**src/hw/rtl/cc20_pkg.sv**
```systemverilog
// ----------------------------------------------------------------------------
// cc20_pkg
// Shared types, constants and the quarter-round step function for the
// ChaCha20 payload encryptor pipeline.
// ----------------------------------------------------------------------------
package cc20_pkg;

  localparam int unsigned DoubleRounds  = 10;
  localparam int unsigned StepsPerDRound = 8;
  localparam int unsigned NumKeyRegs    = 4;

  localparam logic [31:0] Sigma0 = 32'h6170_7865;
  localparam logic [31:0] Sigma1 = 32'h3320_646e;
  localparam logic [31:0] Sigma2 = 32'h7962_2d32;
  localparam logic [31:0] Sigma3 = 32'h6b20_6574;

  localparam logic [63:0] KeyReset01 = 64'h0706_0504_0302_0100;
  localparam logic [63:0] KeyReset23 = 64'h0F0E_0D0C_0B0A_0908;
  localparam logic [63:0] KeyReset45 = 64'h1716_1514_1312_1110;
  localparam logic [63:0] KeyReset67 = 64'h1F1E_1D1C_1B1A_1918;

  typedef enum logic [1:0] {
    RegKey01 = 2'd0,
    RegKey23 = 2'd1,
    RegKey45 = 2'd2,
    RegKey67 = 2'd3
  } cc20_reg_e;

  typedef logic [15:0][31:0] cc20_state_t;

  // one item in flight: working state, payload and per-byte keep mask
  typedef struct packed {
    cc20_state_t   st;
    logic [127:0]  plain;
    logic [15:0]   keep;
  } cc20_item_t;

  // one dependent add/xor/rotate step on all four quarter-round lanes
  // k[2] selects the diagonal round, k[1:0] the step inside the quarter round
  function automatic cc20_state_t cc20_step(cc20_state_t s, logic [2:0] k);
    cc20_state_t r;
    logic [1:0]  jj;
    logic [3:0]  ia, ib, ic, id;
    logic [31:0] x;
    r = s;
    for (int j = 0; j < 4; j++) begin
      jj = j[1:0];
      ia = {2'd0, jj};
      ib = {2'd1, k[2] ? jj + 2'd1 : jj};
      ic = {2'd2, k[2] ? jj + 2'd2 : jj};
      id = {2'd3, k[2] ? jj + 2'd3 : jj};
      case (k[1:0])
        2'd0: begin
          r[ia] = r[ia] + r[ib];
          x = r[id] ^ r[ia];
          r[id] = {x[15:0], x[31:16]};
        end
        2'd1: begin
          r[ic] = r[ic] + r[id];
          x = r[ib] ^ r[ic];
          r[ib] = {x[19:0], x[31:20]};
        end
        2'd2: begin
          r[ia] = r[ia] + r[ib];
          x = r[id] ^ r[ia];
          r[id] = {x[23:0], x[31:24]};
        end
        default: begin
          r[ic] = r[ic] + r[id];
          x = r[ib] ^ r[ic];
          r[ib] = {x[24:0], x[31:25]};
        end
      endcase
    end
    return r;
  endfunction

endpackage

```
**src/hw/rtl/cc20_finalize.sv**
```systemverilog
// ----------------------------------------------------------------------------
// cc20_finalize
// Adds the constant words back, XORs the keystream with the payload, zeroes
// bytes past the count and holds the result in the output register.
// ----------------------------------------------------------------------------
module cc20_finalize
  import cc20_pkg::*;
(
  input  logic         clk_i,
  input  logic         rst_ni,
  input  logic         en_i,
  input  logic         valid_i,
  input  cc20_item_t   item_i,
  output logic         valid_o,
  output logic [127:0] cipher_o
);

  logic [3:0][31:0] ks;
  logic [127:0]     keep_bits;
  logic [127:0]     cipher_d;
  logic [127:0]     cipher_q;
  logic             valid_q;

  // only words 0..3 are used, and their input words are the constants
  assign ks[0] = item_i.st[0] + Sigma0;
  assign ks[1] = item_i.st[1] + Sigma1;
  assign ks[2] = item_i.st[2] + Sigma2;
  assign ks[3] = item_i.st[3] + Sigma3;

  always_comb begin
    for (int b = 0; b < 16; b++) begin
      keep_bits[8*b +: 8] = {8{item_i.keep[b]}};
    end
  end

  assign cipher_d = (item_i.plain ^ ks) & keep_bits;

  always_ff @(posedge clk_i or negedge rst_ni) begin
    if (!rst_ni) begin
      valid_q <= 1'b0;
    end else if (en_i) begin
      valid_q <= valid_i;
    end
  end

  always_ff @(posedge clk_i) begin
    if (en_i) begin
      cipher_q <= cipher_d;
    end
  end

  assign valid_o  = valid_q;
  assign cipher_o = cipher_q;

endmodule

```
**config.mk**
```make
export PLATFORM = sky130hd
export DESIGN_NAME = cc20_finalize
export DESIGN_NICKNAME = d
export VERILOG_FILES = /design/src/hw/rtl/cc20_pkg.sv /design/src/hw/rtl/cc20_finalize.sv
export SDC_FILE = /design/constraint.sdc
export NUM_CORES = 1
export LEC_CHECK = 0
export BUFFER_PORTS_ARGS = -buffer_cell sky130_fd_sc_hd__buf_2
export CAP_MARGIN = 15
export CORE_AREA = 2 2 311 313
export CTS_BUF_LIST = sky130_fd_sc_hd__clkbuf_16
export DETAILED_ROUTE_END_ITERATION = 8
export DIE_AREA = 0 0 313 315
export SLEW_MARGIN = 5
export SYNTH_ARGS = -nofsm -noshare
export SYNTH_HDL_FRONTEND = slang
export SYNTH_SLANG_ARGS = --single-unit
export TNS_END_PERCENT = 50
```
**constraint.sdc**
```tcl
create_clock -name clk_i -period 0.8 [get_ports clk_i]
set_input_delay 0.08 -clock clk_i [delete_from_list [all_inputs] [get_ports clk_i]]
set_output_delay 0.08 -clock clk_i [all_outputs]
set_load 0.03 [all_outputs]
```
* Yosys cells after proc, flatten, opt, wreduce, memory -nomap -nowiden *
Index checks and enable logic that the tools add are counted.

storage, ports and cells
  register bits after elaboration = 129
  input bits = 660
  output and inout bits = 129
  logic and storage cells = 8

cells by class
  $add $sub $neg = 4
  bitwise logic cells = 2

operator list
  kind                    number
  $and 128x128->128       1
  $xor 128x128->128       1
  $add 32x31->32 const B  3
  $add 32x30->32 const B  1

* Longest topological paths before layout *
Gate-level depths: netlist (run 1).

  depth after elaboration = 3
  gate-level depth with buffers = 7
  mapped depth without buffers = 7

* Worst setup path before layout (run 1) *
Ideal clock, no wire load.

  path type = input port to flip-flop
  start = input item_i[209] (netlist name)
  end = register cipher_q[95], in the netlist cipher_o[95], data pin
  library setup time = 0.256 ns
  arrival time = 1.547 ns
  data required time = 0.544 ns
  setup slack = -1.004 ns
  cell stages on the path = 6
  path buffers = 0
  cell sequence = ha_1 > a211o_1 > a221o_1 > a2111oi_2 > xnor2_1 > nor2_1

on the way
  word-level cells in the longest chain between the ends = 3

RTL lines
  item                    line                 source
  from (decl)             cc20_finalize.sv:13  input cc20_item_t item_i,
  $add 32x31->32          cc20_finalize.sv:27  assign ks[2] = item_i.st[2] + Sigma2;
  $xor 128x128->128       cc20_finalize.sv:36  assign cipher_d = (item_i.plain ^ ks) & keep_bits;
  $and 128x128->128       cc20_finalize.sv:36
  named net cipher_d[95]  cc20_finalize.sv:20  logic [127:0] cipher_d;
  to (signal assigned)    cc20_finalize.sv:48  cipher_q <= cipher_d;
  to (decl)               cc20_finalize.sv:21  logic [127:0] cipher_q;

The timed path passes the listed nets, and every way through them passes these cells.
A chain may end at the register's enable or synchronous reset.

* Worst setup path in the final report (run 1) *
  start = input item_i[209] (netlist name)
  end = register cipher_q[89], in the netlist cipher_o[89], data pin

Same word-level chain as after synthesis.

==> metrics.yaml, run 1 <==
sta:
  setup_total_negative_slack_ns: -72.20
  finalWorstSetupSlack_ns: -0.608
  finalSetupViolCount: 237
  timing.fmax_mhz: 710
  post-route-min-period_ns: 1.41
  clock_skew_ns: 0
  final-hold-violation-count: 0
  final_cycle_share_pct: 176
  final_max_slew_viol_count: 0
  grt_setup_unrepaired: "yes"
  max_slew_margin_pct: 59.4
  slew_at_the_pin_with_the_worst_max_slew_slack_ns: 0.606
  hold-worst-slack_ns: 0.0410
floorplan:
  floorplan.die_area_um2: 98600
  coreArea_um2: 95700
  io_pins: 789
  rows: 114
  initial_core_util_pct: 9.09
  floorplan.die.height_um: 315
  die_width_um: 313
drt:
  drc_marker_count_from_the_first_detailed_route_iteration: 544
  viasPerCell: 3.34
  post_drt_wl_per_cell_um: 17.3
  postRouteAntennaNets: 0
  drtPass1Iterations: 5
  detail_route.wirelength_mm: 49.4
  detail_route.drc_violations: 0
  detailroute.via_count: 9496
global_routing:
  grt_max_degree: 44
  grt_pass1_wl_mm: 66.6
  number_of_global_route_vias_before_repair: 9344
  gr-total-overflow: 0
  total_global_route_track_usage_pct: 9.85
  antenna_violations_before_repair: 46
critical_path:
  timing.critical_path.slowest_stage_cell: "sky130_fd_sc_hd__a221o_2"
  crit_chain: "buf_8, ha_4, a211o_1, a221o_2, buf_4, a311oi_2, xnor2_1, nor2_1"
  timing.critical_path.arrival_ns: 1.65
  end_kind: "flop"
  max_stage_delay_ns: 0.45
  critPathBufInv: 2
  reg2reg_setup_slack_ns: 0.04
  timing.critical_path.from_type: "input port"
  timing_worst_setup_path_type: "in2reg"
  crit_fanout: 5
  critPathRequiredTime_ns: 1.04
  path_delay_family: "compound AO/OA/AOI/OAI gates"
yosys:
  ys_seq_elements: 129
  avg_synthesized_cell_area_um2: 10.4
  netlist_instances: 839
  netlist_area_pre_place_um2: 8700
  mappedNetlistNets: 1503
  synth_cell_type_count: 71
  synth_enable_flop_cells: 128
  seq_total_area_yosys_pct: 44.5
  ys_warn_count: 0
  postSynth.topFlopCell: "sky130_fd_sc_hd__edfxtp_1"
  async_flop_share_pct: 0.775
power:
  leakagePower_nw: 6.78
  power_per_cell_area_nw_per_um2: 1470
  power.ir.vdd_worst_mv: 1.42
clock_network:
  clock_latency_ns: 0.50
  cts_buffer_depth: 2
  cts_root_buf: "sky130_fd_sc_hd__clkbuf_16"
  clk_transition_reported_paths_ns: 0.07
  cts_sinks: 129
  tritoncts.num_buffers: 17
  clock_tree.htree_level_count: 4
  cts_tree: "built"
hold_path:
  min_path_type: "in2reg"
placed_design:
  placement.cell_area_um2: 14500
  buffer_ports.inserted: 404
  dpl.hpwl_mm: 41.8
  place_congestion: 0.856
  place_ws_ns: -1.31
layout:
  area.growth.synth_to_final_pct: 97.8
  post_route_cells_drive_above_1_share_pct: 54.2
  layout.nets: 2210
  filler_cell_count: 10514
  stdcell_area_um2: 17200
job:
  max_cap_viol_count: 0
run_status:
  violations: "negative setup slack"
  result_of_the_run: "finished with violations"
cell type report:
type | instances | area, um^2 | area share (%)
multi-input combinational | 680 | 5590 | 32.5
timing repair buffer | 705 | 5540 | 32.2
sequential | 129 | 3870 | 22.5
tap | 1276 | 1600 | 9.27
clock buffer | 17 | 425 | 2.47
clock inverter | 14 | 104 | 0.603
inverter | 13 | 66.3 | 0.385
antenna | 13 | 32.5 | 0.189
synthesized netlist by cell type (7+ instances only):
library cell,number,area share [%]
sky130_fd_sc_hd__edfxtp_1,128,44
sky130_fd_sc_hd__a21oi_1,45,2.6
sky130_fd_sc_hd__or3_1,17,1.2
sky130_fd_sc_hd__and3_1,19,1.4
sky130_fd_sc_hd__and2_1,64,4.6
sky130_fd_sc_hd__clkbuf_1,14,0.60
sky130_fd_sc_hd__nor4_1,8,0.58
sky130_fd_sc_hd__a211oi_1,9,0.78
sky130_fd_sc_hd__o211ai_1,7,0.60
sky130_fd_sc_hd__and3b_1,8,0.81
sky130_fd_sc_hd__o21ai_0,28,1.6
sky130_fd_sc_hd__xnor2_1,127,13
sky130_fd_sc_hd__and4_1,7,0.70
sky130_fd_sc_hd__nand3_1,26,1.5
sky130_fd_sc_hd__xor2_1,68,6.8
sky130_fd_sc_hd__inv_1,11,0.47
sky130_fd_sc_hd__nor3_1,17,0.98
sky130_fd_sc_hd__a31oi_1,11,0.79
sky130_fd_sc_hd__o21a_1,7,0.60
sky130_fd_sc_hd__nand4_1,17,1.2
sky130_fd_sc_hd__or2_2,8,0.58
sky130_fd_sc_hd__nor2b_1,10,0.72
sky130_fd_sc_hd__nor2_1,51,2.2
sky130_fd_sc_hd__nand2_1,32,1.4
through the flow:
| stage | total power, mW | util (%) | cells |
|---|---|---|---|
| 2_1_floorplan | 12.4 | - | 839 |
| 3_5_place_dp | 16.3 | 15.2 | 2746 |
| 6_report | 25.3 | 18.0 | 2847 |
| 5_1_grt | 26.7 | 18.0 | 2837 |
| 3_3_place_gp | 16.2 | 15.2 | 2746 |
| 4_1_cts | 25.8 | 17.7 | 2824 |
layer usage:
| metal | GRT usage, % | up-vias | part of all wire (%) |
|---|---|---|---|
| li1 | - | 4545 | - |
| met1 | 12.3 | 4480 | 44 |
| met2 | 15.0 | 398 | 44 |
| met3 | 4.37 | 57 | 10 |
| met4 | 3.20 | 16 | 2.2 |
| met5 | 0 | - | 0.21 |
sequential cells by signal (all words and copies together) (netlist names):
register  count
cipher_o    128
valid_o       1
placed cells by master (no fill, tap or decap), types with 6 or more instances in the layout:
cell	synthesis	layout
sky130_fd_sc_hd__nand4_1	17	17
sky130_fd_sc_hd__a21oi_4	0	6
sky130_fd_sc_hd__o21a_1	7	7
sky130_fd_sc_hd__buf_6	1	170
sky130_fd_sc_hd__and3_1	19	16
sky130_fd_sc_hd__xnor2_2	0	7
sky130_fd_sc_hd__a21oi_1	45	20
sky130_fd_sc_hd__xor2_1	68	68
sky130_fd_sc_hd__and4_1	7	7
sky130_fd_sc_hd__diode_2	0	13
sky130_fd_sc_hd__nor2b_1	10	8
sky130_fd_sc_hd__a21o_1	6	6
sky130_fd_sc_hd__o21ai_1	2	7
sky130_fd_sc_hd__nor3_1	17	8
sky130_fd_sc_hd__inv_1	11	12
sky130_fd_sc_hd__xnor2_1	127	120
sky130_fd_sc_hd__a21oi_2	1	20
sky130_fd_sc_hd__edfxtp_1	128	128
sky130_fd_sc_hd__or2_2	8	8
sky130_fd_sc_hd__nor2_1	51	47
sky130_fd_sc_hd__nand3_1	26	23
sky130_fd_sc_hd__o211ai_1	7	7
sky130_fd_sc_hd__a31oi_1	11	7
sky130_fd_sc_hd__and3b_1	8	7
sky130_fd_sc_hd__o21ai_0	28	15
sky130_fd_sc_hd__clkbuf_16	0	17
sky130_fd_sc_hd__and2_1	64	62
sky130_fd_sc_hd__buf_2	0	254
sky130_fd_sc_hd__a211o_1	6	6
sky130_fd_sc_hd__or3_1	17	12
sky130_fd_sc_hd__nand2_1	32	26
sky130_fd_sc_hd__dlygate4sd3_1	0	31
sky130_fd_sc_hd__buf_4	0	234
sky130_fd_sc_hd__buf_12	0	10
where the power goes:
part	internal (mW)	leakage, nW	switching, mW	total, mW
Clock	4.16	0.263	3.50	7.66
Sequential	8.31	1.25	0.365	8.67
Combinational	4.35	5.27	4.63	8.98
tightest hold or removal path, delay by kind of cell:
kind / cells / cell delay (ns)
XOR/XNOR: 1 / 0.07
multiplexers: 1 / 0.06
AND/OR/NAND/NOR: 1 / 0.06
buffers and inverters: 1 / 0.09
cells by family (layout without fill, tap and decap cells):
kind of cell	after synthesis	in the layout	share of synthesized area [%]
xor+xnor	195	195	19.6
fa+ha+maj	4	4	0.575
compound gates	166	166	13.0
flops	129	129	44.5
buf+inv	30	749	1.39
mux	10	10	1.24
simple gates	305	305	19.7
other cells	0	13	0
final timing paths:
| check | to | cells after the start | start |
|---|---|---|---|
| worst max-delay path | cipher_o[89] | 8 | item_i[209] |
| worst min-delay path | cipher_o[125] | 4 | item_i[141] |
| worst max register to register | valid_o | 1 | valid_o |
| worst min register to register | valid_o | 1 | valid_o |
| max in group asynchronous | valid_o | 3 | rst_ni |
| min in group asynchronous | valid_o | 3 | rst_ni |
what timing repair did:
item | in CTS | in global routing
gates resized for setup | 398 | 44
endpoints found under the hold margin | 76 | 0
hold buffers | 31 | 0
pin swaps | 98 | 50
endpoints found under the setup margin | 234 | 235
buffers inserted | 18 | 14
Power figures use the tool's default switching activity.
==> inputs of run 2 (changes only) <==
--- a/config.mk
+++ b/config.mk
@@ -7,10 +7,10 @@
 export LEC_CHECK = 0
 export BUFFER_PORTS_ARGS = -buffer_cell sky130_fd_sc_hd__buf_2
 export CAP_MARGIN = 15
-export CORE_AREA = 2 2 311 313
+export CORE_AREA = 2 2 306 308
 export CTS_BUF_LIST = sky130_fd_sc_hd__clkbuf_16
 export DETAILED_ROUTE_END_ITERATION = 8
-export DIE_AREA = 0 0 313 315
+export DIE_AREA = 0 0 308 310
 export SLEW_MARGIN = 5
 export SYNTH_ARGS = -nofsm -noshare
 export SYNTH_HDL_FRONTEND = slang
==> run 2 against run 1 <==
The flow still finishes with violations (negative setup slack); sequential cell count is the same; combinational power grew 0.6%; cell count shrank 2.4%; routed wire length shrank 1.9%; critical path type unchanged; largest cell class is now non-clock buffers; highest routed layer unchanged.
==> metrics.yaml, run 2 (synthesis gave the netlist of run 1 again) <==
sta:
  grt_setup_unrepaired: "yes"
  final-hold-violation-count: 0  # unchanged
  final_max_slew_viol_count: 0  # unchanged
  final_cycle_share_pct: 181  # +4.9 points
  post-route-min-period_ns: 1.45  # +0.0394 ns
  slew_at_the_pin_with_the_worst_max_slew_slack_ns: 0.632  # +0.0261 ns
  clock_skew_ns: 0  # unchanged
  max_slew_margin_pct: 57.6  # -1.7 points
  timing.fmax_mhz: 691  # -2.7%
  finalWorstSetupSlack_ns: -0.647  # -0.0394 ns
  hold-worst-slack_ns: 0.0229  # -0.0181 ns
  finalSetupViolCount: 233  # -1.7%
job:
  max_cap_viol_count: 0  # unchanged
critical_path:
  timing.critical_path.slowest_stage_cell: "sky130_fd_sc_hd__a221o_2"
  timing.critical_path.from_type: "input port"
  path_delay_family: "compound AO/OA/AOI/OAI gates"
  worst-r2r-cell-count: 1  # unchanged
  critPathRequiredTime_ns: 1.04  # about the same
  timing_worst_setup_path_type: "in2reg"
  end_kind: "flop"
  timing.critical_path.arrival_ns: 1.69  # +0.04 ns
  max_stage_delay_ns: 0.47  # +0.02 ns
  crit_chain: "buf_8, ha_4, a211o_1, a221o_2, a2111oi_4, xnor2_1, nor2_1"
  worstSetupStartpoint: "item_i[210]"
  reg2reg_setup_slack_ns: 0.04  # about the same
  crit_fanout: 5  # unchanged
  r2r-start: "valid_o"
  crit-reg2reg-capture: "valid_o"
  worstSetupPathDepth: 7  # -1
  critPathBufInv: 1  # -1
clock_network:
  tritoncts.num_buffers: 17  # unchanged
  cts_tree: "built"
  cts_root_buf: "sky130_fd_sc_hd__clkbuf_16"
  clock_latency_ns: 0.49  # about the same
  cts_buffer_depth: 2  # unchanged
  clock_tree.htree_level_count: 4  # unchanged
  cts_sinks: 129  # unchanged
  clk_transition_reported_paths_ns: 0.07  # about the same
power:
  power_mw: 26.1  # +3.3%
  switching_share_pct: 32.7  # -0.85 points
  clockPowerShare_pct: 32.2  # +1.9 points
  net_switching_power_figure_mw: 8.55  # +0.67%
  leakagePower_nw: 6.92  # +2.1%
  power.combinational.fraction_pct: 34.5  # -1.0 points
  power_per_cell_area_nw_per_um2: 1510  # +2.4%
  power_frac_seq_pct: 33.3  # -1.0 points
  p_int_mw: 17.6  # +4.6%
  power.ir.vdd_worst_mv: 1.66  # +17%
layout:
  layout_common_cells: "252 x sky130_fd_sc_hd__buf_2, 248 x sky130_fd_sc_hd__buf_4, 167 x sky130_fd_sc_hd__buf_6"
  post_route_cells_drive_above_1_share_pct: 55.5  # +1.3 points
  area.growth.synth_to_final_pct: 99.5
  layout.area.seq_um2: 3870  # unchanged
  filler_cell_count: 10182  # -3.2%
  largest_reg_flops: 128  # unchanged
  multi_input_comb_area_um2: 5610  # +0.49%
  layout.nets: 2223  # +0.59%
  final_common_cell: "sky130_fd_sc_hd__buf_2"
drt:
  detail_route.wirelength_mm: 48.4  # -1.9%
  detailroute.via_count: 9477  # -0.20%
  drtPass1Iterations: 6  # +1
  detail_route.drc_violations: 0  # unchanged
  drc_marker_count_from_the_first_detailed_route_iteration: 575  # +5.7%
  viasPerCell: 3.41  # +2.3%
  postRouteAntennaNets: 0  # unchanged
  post_drt_wl_per_cell_um: 17.4  # +0.55%
run_status:
  violations: "negative setup slack"
  result_of_the_run: "finished with violations"
hold_path:
  whs_endpoint: "cipher_o[125]"
  hold-path-cell-count: 4  # unchanged
  min_path_type: "in2reg"
  hp-start: "item_i[141]"
floorplan:
  initial_core_util_pct: 9.41  # +0.32 points
  coreArea_um2: 92500  # -3.4%
  rows: 112  # -1.8%
  die_width_um: 308  # -1.6%
  floorplan.die.height_um: 310  # -1.6%
  floorplan.die_area_um2: 95500  # -3.2%
  io_pins: 789  # unchanged
global_routing:
  total_global_route_track_usage_pct: 9.86  # +0.015 points
  grt_pass1_wl_mm: 64.7  # -2.9%
  grt_max_degree: 23  # -48%
  number_of_global_route_vias_before_repair: 9383  # +0.42%
  gr-total-overflow: 0  # unchanged
  antenna_violations_before_repair: 40  # -13%
placed_design:
  buffer_ports.inserted: 404  # unchanged
  dpl.hpwl_mm: 40.8  # -2.3%
  place_congestion: 0.888  # +3.8%
==> run 2: cell types whose count changed in the layout (fill, tap and decap cells not counted), sizes merged <==
cell and change:
buf +15, clkinvlp +1, dlymetal6s4s +4, inv -1, clkinv -2, bufinv +2
dlygate4sd3 -6, diode -3
==> run 2: worst max-delay path by stage <==
stage,endpoint,slack (ns)
2_1_floorplan,cipher_o[95],-0.97
3_3_place_gp,cipher_o[95],-1.25
3_5_place_dp,cipher_o[95],-1.25
4_1_cts,cipher_o[95],-0.55
5_1_grt,cipher_o[95],-0.64
6_report,cipher_o[95],-0.65
==> run 2: per-stage QoR <==
stage | instances | util, % | TNS, ns | setup slack, ns | area (um^2)
3_5_place_dp | 2674 | 15.7 | -101.11 | -1.25 | 14500
6_report | 2778 | 18.8 | -74.66 | -0.647 | 17400
4_1_cts | 2749 | 18.2 | -77.65 | -0.553 | 16900
5_1_grt | 2773 | 18.8 | -83.92 | -0.638 | 17300
2_1_floorplan | 839 | - | -52.31 | -0.967 | 9140
3_3_place_gp | 2674 | 15.7 | -99.26 | -1.25 | 14500
==> run 2: layout make-up <==
cell class	count	share of cell area, %
timing repair buffer	718	32.8
multi-input combinational	680	32.3
sequential	129	22.3
tap	1197	8.63
clock buffer	17	2.45
clock inverter	14	0.951
inverter	13	0.382
antenna	10	0.144
==> run 2: repair_timing <==
item                                    CTS  global route
buffers inserted                         15            22
endpoints found under the setup margin  232           238
hold buffers                             29             0
hold endpoints to repair                 74             0
pin swaps                                83            46
resized for setup                       376            74
==> run 2: power by group through the flow <==
stage	Combinational (mW)	Clock [mW]	Sequential, mW
floorplan	2.39	0	10.0
global placement	7.45	0	8.69
detailed placement	7.51	0	8.69
CTS	8.82	8.79	8.73
global route	9.65	9.04	8.78
finish	9.03	8.41	8.71
==> run 2: routing by layer <==
layer	part of all wire (%)	vias up	GRT usage (%)	routed length, um
met1	41	4396	11.8	20000
met2	45	425	15.2	21600
li1	-	4558	-	-
met5	0.23	-	0	113
met4	3.3	20	3.95	1620
met3	11	78	4.75	5160
